[config.mk]
export PLATFORM = sky130hd
export DESIGN_NAME = audio_startup_envelope_limiter
export DESIGN_NICKNAME = d
export VERILOG_FILES = /design/src/rtl/core/asel_pkg.sv /design/src/rtl/core/asel_clamp.sv /design/src/rtl/core/audio_startup_envelope_limiter.sv
export VERILOG_INCLUDE_DIRS = /design/src /design/src/rtl/core
export SDC_FILE = /design/constraint.sdc
export NUM_CORES = 1
export LEC_CHECK = 0
export ABC_AREA = 1
export BUFFER_PORTS_ARGS = -buffer_cell sky130_fd_sc_hd__buf_2
export CAP_MARGIN = 10
export CORE_ASPECT_RATIO = 0.8
export CORE_MARGIN = 4
export CORE_UTILIZATION = 24
export CTS_CLUSTER_SIZE = 20
export DETAILED_ROUTE_END_ITERATION = 16
export SYNTH_ARGS = -nofsm -noshare
export SYNTH_HDL_FRONTEND = slang
export SYNTH_SLANG_ARGS = --single-unit
[constraint.sdc]
create_clock -name clock -period 9.45 [get_ports clock]
set_clock_uncertainty 0.05 [all_clocks]
set_input_delay 0.4725 -clock clock [delete_from_list [all_inputs] [get_ports clock]]
set_output_delay 0.4725 -clock clock [all_outputs]
set_load 0.05 [all_outputs]
[src/rtl/core/audio_startup_envelope_limiter_defines.svh]
// ----------------------------------------------------------------------------
// Assertion macros for the start-up envelope limiter
// Concurrent checks that drop away when SYNTHESIS is defined.
// ----------------------------------------------------------------------------
`ifndef AUDIO_STARTUP_ENVELOPE_LIMITER_DEFINES_SVH
`define AUDIO_STARTUP_ENVELOPE_LIMITER_DEFINES_SVH

`ifndef SYNTHESIS

// Checked at every rising edge, held off while reset is high.
`define ASEL_ASSERT_RST(lbl, clk, rst, prop, msg) \
   lbl: assert property (@(posedge clk) disable iff (rst) prop) else $error(msg);

// Checked at every rising edge, reset included.
`define ASEL_ASSERT(lbl, clk, prop, msg) \
   lbl: assert property (@(posedge clk) prop) else $error(msg);

`else

`define ASEL_ASSERT_RST(lbl, clk, rst, prop, msg)
`define ASEL_ASSERT(lbl, clk, prop, msg)

`endif

`endif

[src/rtl/core/asel_pkg.sv]
// ----------------------------------------------------------------------------
// asel_pkg
// Types and constants shared by the start-up envelope limiter.
// ----------------------------------------------------------------------------
`timescale 1ns / 1ps

package asel_pkg;

   localparam int SampleWidth = 16;
   localparam int StepWidth   = 15;
   localparam int ExpireWidth = 24;
   localparam int CountWidth  = 25;
   localparam int CsrIdxWidth = 2;

   // register indexes
   localparam logic [CsrIdxWidth-1:0] CSR_EDGE_STEP     = 2'd0;
   localparam logic [CsrIdxWidth-1:0] CSR_EDGE_CEILING  = 2'd1;
   localparam logic [CsrIdxWidth-1:0] CSR_EXPIRE_FRAMES = 2'd2;

   // input item function codes
   localparam logic FUNC_FRAME      = 1'b0;
   localparam logic FUNC_REACTIVATE = 1'b1;

   typedef struct packed {
      logic                          func;
      logic                          stereo;
      logic signed [SampleWidth-1:0] left_in;
      logic signed [SampleWidth-1:0] right_in;
   } asel_req_type;

   typedef struct packed {
      logic signed [SampleWidth-1:0] left_out;
      logic signed [SampleWidth-1:0] right_out;
      logic                          pressed;
      logic                          still_active;
   } asel_rsp_type;

   // clamp unit result
   typedef struct packed {
      logic signed [SampleWidth-1:0] sample;
      logic                          pressed;
   } asel_clamp_type;

endpackage

[src/rtl/core/asel_clamp.sv]
// ----------------------------------------------------------------------------
// asel_clamp
// Clamps one sample to +/- lip when its magnitude exceeds the edge.
// ----------------------------------------------------------------------------
`timescale 1ns / 1ps

module asel_clamp (
   input  logic signed [asel_pkg::SampleWidth-1:0] sample_in,
   input  logic        [asel_pkg::SampleWidth-1:0] edge_lvl,
   input  logic        [asel_pkg::SampleWidth:0]   lip,
   output asel_pkg::asel_clamp_type                result
);
   import asel_pkg::*;

   // two guard bits: magnitude of -32768 and lips up to 17 bits
   logic signed [SampleWidth+1:0] s_ext;
   logic signed [SampleWidth+1:0] mag;
   logic signed [SampleWidth+1:0] edge_ext;
   logic signed [SampleWidth+1:0] lip_pos;
   logic signed [SampleWidth+1:0] lip_neg;

   assign s_ext    = {{2{sample_in[SampleWidth-1]}}, sample_in};
   assign mag      = sample_in[SampleWidth-1] ? -s_ext : s_ext;
   assign edge_ext = {2'b00, edge_lvl};
   assign lip_pos  = {1'b0, lip};
   assign lip_neg  = -lip_pos;

   always_comb begin
      result.pressed = (mag > edge_ext);
      result.sample  = sample_in;
      if (result.pressed) begin
         // lip is at most 32767 whenever a bound is hit, so the part-select is exact
         if (s_ext > lip_pos) begin
            result.sample = lip_pos[SampleWidth-1:0];
         end else if (s_ext < lip_neg) begin
            result.sample = lip_neg[SampleWidth-1:0];
         end
      end
   end

endmodule

[src/rtl/core/audio_startup_envelope_limiter.sv]
// ----------------------------------------------------------------------------
// audio_startup_envelope_limiter
// Start-up envelope limiter: clamps early samples to a growing edge.
// ----------------------------------------------------------------------------
// One item (an audio frame or a reactivate command) is accepted per clock and
// its result is registered in rsp, or in skid on a stall; the sustained rate is
// one item per cycle for as long as the result side keeps taking. The whole
// frame is processed in the accept cycle (two clamp units, one edge add, one
// count increment and compare) and lands in a two-entry output buffer, so
// req_stall rises only when both entries hold results that have not been
// taken. Registers on the csr port may be written at any time the block is
// idle; csr_ready is always high and unknown indexes are dropped.
`timescale 1ns / 1ps

`include "audio_startup_envelope_limiter_defines.svh"

module audio_startup_envelope_limiter (
   input  logic                              clock,
   input  logic                              reset,
   // item input
   input  logic                              req_valid,
   output logic                              req_stall,
   input  asel_pkg::asel_req_type            req_data,
   // result output
   output logic                              rsp_valid,
   input  logic                              rsp_stall,
   output asel_pkg::asel_rsp_type            rsp_data,
   // register writes
   input  logic                              csr_valid,
   output logic                              csr_ready,
   input  logic [asel_pkg::CsrIdxWidth-1:0]  csr_index,
   input  logic [asel_pkg::ExpireWidth-1:0]  csr_data
);
   import asel_pkg::*;

   // ---------------------------------------------------------------- config
   logic [StepWidth-1:0]   step_ff,    step_in;
   logic [StepWidth-1:0]   ceiling_ff, ceiling_in;
   logic [ExpireWidth-1:0] expire_ff,  expire_in;
   logic                   csr_write;

   assign csr_ready = 1'b1;
   assign csr_write = csr_valid & csr_ready;

   always_comb begin
      step_in    = step_ff;
      ceiling_in = ceiling_ff;
      expire_in  = expire_ff;
      if (csr_write) begin
         unique case (csr_index)
            CSR_EDGE_STEP:     step_in    = csr_data[StepWidth-1:0];
            CSR_EDGE_CEILING:  ceiling_in = csr_data[StepWidth-1:0];
            CSR_EXPIRE_FRAMES: expire_in  = csr_data;
            default: ;  // no such register
         endcase
      end
   end

   always_ff @(posedge clock) begin
      if (reset) begin
         step_ff    <= StepWidth'(1);
         ceiling_ff <= {StepWidth{1'b1}};
         expire_ff  <= {ExpireWidth{1'b1}};
      end else begin
         step_ff    <= step_in;
         ceiling_ff <= ceiling_in;
         expire_ff  <= expire_in;
      end
   end

   // ---------------------------------------------------------------- envelope state
   logic [SampleWidth-1:0] edge_ff,   edge_in;
   logic [CountWidth-1:0]  count_ff,  count_in;
   logic                   active_ff, active_in;

   logic                   req_accept;
   logic                   rsp_accept;
   logic                   is_reactivate;
   logic                   started;
   logic signed [SampleWidth-1:0] right_gated;
   logic [SampleWidth:0]   lip;
   logic [SampleWidth-1:0] edge_grown;
   logic [CountWidth-1:0]  count_next;
   asel_clamp_type         clamp_l;
   asel_clamp_type         clamp_r;
   asel_rsp_type           result;

   assign req_accept    = req_valid & ~req_stall;
   assign rsp_accept    = rsp_valid & ~rsp_stall;
   assign is_reactivate = (req_data.func == FUNC_REACTIVATE);

   // mono frames carry a zero right sample, which never presses
   assign right_gated = req_data.stereo ? req_data.right_in : '0;

   // waiting for start: first nonzero left sample opens the envelope
   assign started = active_ff & ~((req_data.left_in == '0) && (count_ff == '0));

   assign lip        = {1'b0, edge_ff} + {2'b00, step_ff};
   assign edge_grown = lip[SampleWidth-1:0];
   assign count_next = count_ff + CountWidth'(1);

   asel_clamp u_clamp_l (
      .sample_in (req_data.left_in),
      .edge_lvl  (edge_ff),
      .lip       (lip),
      .result    (clamp_l)
   );

   asel_clamp u_clamp_r (
      .sample_in (right_gated),
      .edge_lvl  (edge_ff),
      .lip       (lip),
      .result    (clamp_r)
   );

   always_comb begin
      edge_in   = edge_ff;
      count_in  = count_ff;
      active_in = active_ff;
      result.left_out     = req_data.left_in;
      result.right_out    = right_gated;
      result.pressed      = 1'b0;
      result.still_active = active_ff;
      priority if (is_reactivate) begin
         edge_in   = '0;
         count_in  = '0;
         active_in = 1'b1;
         result.left_out     = '0;
         result.right_out    = '0;
         result.still_active = 1'b1;
      end else if (started) begin
         result.left_out  = clamp_l.sample;
         result.right_out = clamp_r.sample;
         result.pressed   = clamp_l.pressed | clamp_r.pressed;
         if (result.pressed) begin
            edge_in = edge_grown;
         end
         count_in = count_next;
         // expiry or ceiling ends the envelope
         if ((count_next > {1'b0, expire_ff}) || (edge_in >= {1'b0, ceiling_ff})) begin
            active_in = 1'b0;
         end
         result.still_active = active_in;
      end else begin
         // inactive or still waiting: frame passes, state holds
      end
   end

   always_ff @(posedge clock) begin
      if (reset) begin
         edge_ff   <= '0;
         count_ff  <= '0;
         active_ff <= 1'b1;
      end else if (req_accept) begin
         edge_ff   <= edge_in;
         count_ff  <= count_in;
         active_ff <= active_in;
      end
   end

   // ---------------------------------------------------------------- output buffer
   // rsp holds the head result; skid catches one more while rsp is stalled.
   logic         rsp_valid_ff,  rsp_valid_in;
   logic         skid_valid_ff, skid_valid_in;
   asel_rsp_type rsp_data_ff,   rsp_data_in;
   asel_rsp_type skid_data_ff,  skid_data_in;

   assign req_stall = skid_valid_ff;
   assign rsp_valid = rsp_valid_ff;
   assign rsp_data  = rsp_data_ff;

   always_comb begin
      rsp_valid_in  = rsp_valid_ff;
      rsp_data_in   = rsp_data_ff;
      skid_valid_in = skid_valid_ff;
      skid_data_in  = skid_data_ff;
      priority if (skid_valid_ff) begin
         // no transfer in: just drain skid into rsp
         if (rsp_accept) begin
            rsp_data_in   = skid_data_ff;
            skid_valid_in = 1'b0;
         end
      end else if (req_accept) begin
         if (!rsp_valid_ff || rsp_accept) begin
            rsp_valid_in = 1'b1;
            rsp_data_in  = result;
         end else begin
            skid_valid_in = 1'b1;
            skid_data_in  = result;
         end
      end else if (rsp_accept) begin
         rsp_valid_in = 1'b0;
      end else begin
         // nothing moves
      end
   end

   always_ff @(posedge clock) begin
      if (reset) begin
         rsp_valid_ff  <= 1'b0;
         skid_valid_ff <= 1'b0;
      end else begin
         rsp_valid_ff  <= rsp_valid_in;
         skid_valid_ff <= skid_valid_in;
      end
      rsp_data_ff  <= rsp_data_in;
      skid_data_ff <= skid_data_in;
   end

   // ---------------------------------------------------------------- checks
   `ASEL_ASSERT(a_skid_behind_rsp, clock, skid_valid_ff |-> rsp_valid_ff, "skid full, rsp empty")
   `ASEL_ASSERT_RST(a_accept_gives_rsp, clock, reset, req_accept |=> rsp_valid_ff, "transfer lost")
   `ASEL_ASSERT_RST(a_reactivate_clears, clock, reset,
      (req_accept && is_reactivate) |=> (active_ff && edge_ff == '0 && count_ff == '0),
      "reactivate did not clear envelope")
   `ASEL_ASSERT_RST(a_idle_edge_holds, clock, reset,
      (!active_ff && !(req_accept && is_reactivate)) |=> $stable(edge_ff) && !active_ff,
      "inactive envelope changed")

endmodule
=== Word-level counts from Yosys, hierarchy flattened ===
Index checks and enable logic that the tools add are counted.

* Register bits after elaboration: 166
* Input port bits: 65
* Output and inout port bits: 37
* Word-level logic and storage cells: 93

* $add $sub $neg: 5
* Order comparisons: 8
* Equal/unequal tests: 4
* Muxes and demuxes: 34
* Bitwise gates (word level): 8
* Reduce and logical (&&, ||, !) cells: 18

{| class="wikitable"
|+ Operators by type and width
! operator !! number
|-
| $mux 16 || 12
|-
| $mux 34 || 5
|-
| $mux 25 || 2
|-
| $gt 16x18->1 || 2
|-
| $gt 18x17->1 || 2
|-
| $lt 16x18->1 || 2
|-
| $mux 18 || 2
|-
| $neg 16->18 || 2
|-
| $mux 32 || 1
|-
| $add 25x1->25 const B || 1
|-
| $gt 25x24->1 || 1
|-
| $logic_not 25->1 || 1
|-
| $neg 17->18 || 1
|-
| $add 16x15->17 || 1
|-
| $ge 16x15->1 || 1
|-
| $logic_not 16->1 || 1
|-
| $mux 1 || 12
|-
| $reduce_and 3->1 || 3
|-
| $reduce_and 2->1 || 4
|-
| $reduce_bool 2->1 || 4
|-
| $not 1->1 || 4
|-
| $and 1x1->1 || 3
|-
| $eq 2x1->1 const B || 1
|-
| $eq 2x2->1 const B || 1
|-
| 7 further kinds || 8
|}

=== Depth between registers and ports, before layout ===
* Depth after elaboration: 16
* Mapped depth: 47
* Depth with buffers taken out: 46

=== By module ===
A second synthesis with hierarchy kept.

* Cells, all modules: 2052
* Area total of the unflattened synthesis: 13962.1 um^2

{| class="wikitable"
|+ Modules (own cells, without submodules)
! module !! instances !! cells an instance !! area each (um^2) !! seq. area each (um^2)
|-
| audio_startup_envelope_limiter || 1 || 1186 || 9085.0 || 4003.8
|-
| asel_clamp || 2 || 433 || 2438.6 || 0.0
|}

=== Worst setup path before layout ===
Ideal clock, no wire load.

* Path kind: input to register
* From: in req_data[32] (netlist bit)
* To: reg rsp_data_ff, in the netlist rsp_data[0] (data pin)
* Library setup time: 252 ps
* Arrival: 4591 ps
* Data required time: 9148 ps
* Path slack: 4556 ps
* Cell stages on the path: 45
* Buffers on the path: 3
* Cell sequence: clkbuf_1 -> clkbuf_1 -> nand2_1 -> ha_1 -> nand3_1 -> nor2_1 -> nand4_1 -> nor2_1 -> nand2_1 -> o31ai_1 -> o21ai_0 -> ha_1 -> nand2_1 -> nor2_1 -> o2111ai_1 -> nand4_1 -> nand2_1 -> nand2_1 -> (+9 left out) -> nand2_1 -> nand2_1 -> nand2_1 -> nand2_1 -> nand2_1 -> nand2_1 -> nand2_1 -> nand2_1 -> nand2_1 -> nand2_1 -> nand2_1 -> nand2_1 -> nand3_1 -> nand2_1 -> nand2_1 -> nand2_1 -> nand2_1 -> nand2_1

{| class="wikitable"
|+ RTL lines
! what !! line !! source
|-
| start, declared || audio_startup_envelope_limiter.sv:23 || <nowiki>input asel_pkg::asel_req_type req_data,</nowiki>
|-
| end signal, assigned || audio_startup_envelope_limiter.sv:206 || <nowiki>rsp_data_ff <= rsp_data_in;</nowiki>
|-
| end, declared || audio_startup_envelope_limiter.sv:165 || <nowiki>asel_rsp_type rsp_data_ff, rsp_data_in;</nowiki>
|}

==> impl_metrics.yaml <==
route:
  postRouteAntennaNets: 0
  routed_wl_um: 43000
  drc: 0
  dr.pass1.iters: 8
  via_per_inst: 4.68
  dr.first_iter.drc_count: 851
  wl_per_cell_um: 16.9
  via_count: 11900
clocking:
  ctsResizeCount: 0
  htree_levels: 4
  root_buffer: "clkbuf_16"
  cts-buffers-inserted: 17
  cts_sinks: 166
  postCtsSetupRepairBufs: 0
  cts-hold-fix-buffers: 0
  clk_pin_slew_worst_paths_ns: 0.07
  clk_latency_ns: 0.47
  cts_tree: "done"
  clockBufferDepth: 2
sta:
  period_share: 0.701
  setup_viol: 0
  hold_ws_ns: 0.177
  fin_crit_ns: 6.62
  rsz0062_at_grt: "no"
  finalHoldViolCount: 0
  finalMaxSlewViolations: 0
  maxSlewHeadroom: 0.250
  fmax_mhz: 151
  tns_ns: 0
  setup_slack_ns: 2.83
  worst_slew_pin_slew_ns: 1.12
logic_synthesis:
  synth.avg_cell_area_um2: 7.34
  yosysWarnings: 0
  synthesis.nets: 1986
  synth_compound_area_frac: 0.140
  synth-edff-count: 68
  synth_xor_area_frac: 0.0427
  yosys.area_share.simple: 0.275
  synth.yosys.seq_area_share: 0.310
  yosysUniqueCellTypes: 60
  synthCells: 1763
  synth_top_family_by_area: "simple AND/OR/NAND/NOR gates"
  synthMuxAreaShare: 0.00155
  async_flop_share: 0
  synthAdderAreaFrac: 0.153
  synthTopCellsByArea: "edfxtp_1 (16%), ha_1 (15%), dfxtp_1 (15%)"
  ys_ff_latch: 166
  synth_top_area_cell: "edfxtp_1"
  syn_area_um2: 12900
  synth_top_area_frac: 0.158
  synth-main-ff-cell: "dfxtp_1"
cells_and_area:
  nets: 2060
  multi_input_area_um2: 7960
  drive_above_1_share: 0.117
  fill_cells: 5722
  final_common_cell: "nand2_1"
  stdcell_count: 2543
  seqCellArea_um2: 4000
  antenna_cells: 0
  post-route-util: 0.280
  area_delta_synth_final_pct: 14.2
  final_cell_mix: "nand2_1 (510), inv_1 (196), ha_1 (157)"
placement:
  dp_cells: 2510
  numPortBuffers: 100
  dp_slack_ns: 2.56
  hpwl_um: 34300
  globalplace.congestion: 0.924
power_and_ir_drop:
  p_leak_nw: 7.11
  ir_worst_vdd_v: 0.0000944
  p_per_area_nw_per_um2: 149
die:
  initial_core_util: 0.245
  dieArea_um2: 57700
  coreArea_um2: 52800
  rows: 75
  ios: 102
  die_y_um: 216
  die_x_um: 268
worst_setup_path:
  crit-reg2reg-launch: "edge_ff[0]$_SDFFE_PP0P_"
  slowest_delay_ns: 0.73
  path_common_cell: "nand2_1"
  crit_path_start_kind: "input port"
  r2r_setup_slack_ns: 4.00
  endpoint_kind: "flop"
  cp.arrival_ns: 6.80
  worstPathMaxFanout: 32
  crit_path_top_delay_cell: "nand2_1"
  ff2ff_path_depth: 24
  required_ns: 9.62
  rr_endpoint: "rsp_data[30]$_DFFE_PP_"
  crit_type: "input port to flop"
  crit_start: "req_data[32]"
global_routing:
  grt_pass1_vias: 11500
  overflow: 0
  grt_max_degree: 56
  grt_pass1_wl_um: 66200
  antenna_found_initial: 0
  grtUsageTotal: 0.148
job:
  drv_cap: 0
worst_hold_path:
  min_path_type: "input port to flop"
  whs_path_depth: 3
  min_to: "expire_ff[23]$_SDFFE_PP1P_"
  hp-start: "csr_data[23]"
outcome:
  status: "completed"
## cells in the mapped netlist, types with 14 or more instances
master and count:
dfxtp_1 98, nor3_1 27, a21oi_2 15, ha_1 157
nand2_1 510, o211ai_1 42, edfxtp_1 68, clkbuf_1 32
xor2_1 43, nor2_1 112, and2_1 28, nand4_1 24
o21ai_0 73, inv_1 196, nand3_1 70, buf_2 14
a21oi_1 127
## stage by stage
stage | cell area [um^2] | power [W]
finish | 14800 | 0.00220
floorplan | 12900 | 0.00130
global route | 14800 | 0.00233
detailed placement | 14100 | 0.00150
CTS | 14800 | 0.00222
global placement | 14100 | 0.00149
## critical path, delay by kind of cell
family | cells | cell delay, ns
fa+ha+maj | 3 | 0.84
buf+inv | 3 | 0.31
compound gates | 4 | 1.02
simple gates | 33 | 4.14
## sequential cells by signal (all words and copies together) (netlist names)
register / cells
edge_ff: 16
rsp_valid: 1
expire_ff: 24
count_ff: 25
step_ff: 15
rsp_data: 34
skid_data_ff: 34
active_ff: 1
req_stall: 1
ceiling_ff: 15
## power by group
| part | internal, W | switching [W] |
|---|---|---|
| sequential | 0.000799 | 0.0000160 |
| combinational | 0.000196 | 0.000481 |
| clock | 0.000382 | 0.000330 |
## area by class of cell
| type | instances | area share |
|---|---|---|
| well taps | 693 | 0.0587 |
| inverters | 202 | 0.0515 |
| clock buffers | 18 | 0.0297 |
| repair buffers | 109 | 0.0393 |
| flip-flops and latches | 166 | 0.271 |
| multi-input cells | 1341 | 0.539 |
| clock inverters | 14 | 0.0110 |
## how the worst max path moves through the flow
stage                            end  slack (ns)
2_1_floorplan  rsp_data[0]$_DFFE_PP_        4.56
6_report       rsp_data[0]$_DFFE_PP_        2.83
3_5_place_dp   rsp_data[0]$_DFFE_PP_        2.56
5_1_grt        rsp_data[0]$_DFFE_PP_        2.26
3_3_place_gp   rsp_data[0]$_DFFE_PP_        2.52
4_1_cts        rsp_data[0]$_DFFE_PP_        3.07
## kinds of logic (layout without fill, tap and decap cells)
group	after synthesis	in the layout
AND/OR/NAND/NOR	823	823
flip-flops	166	166
other	1	1
buffers and inverters	256	343
adder cells (fa/ha/maj)	158	158
multiplexers	2	2
XOR/XNOR	54	54
AO/OA/AOI/OAI	303	303
## routing by layer
metal	wire, um	track usage	vias to the layer above
met2	18800	0.229	276
met1	20900	0.209	5566
met3	2040	0.0264	62
met5	0	0	-
li1	-	-	6005
met4	1170	0.0518	0
No activity file was read; power rests on OpenSTA's default activity.
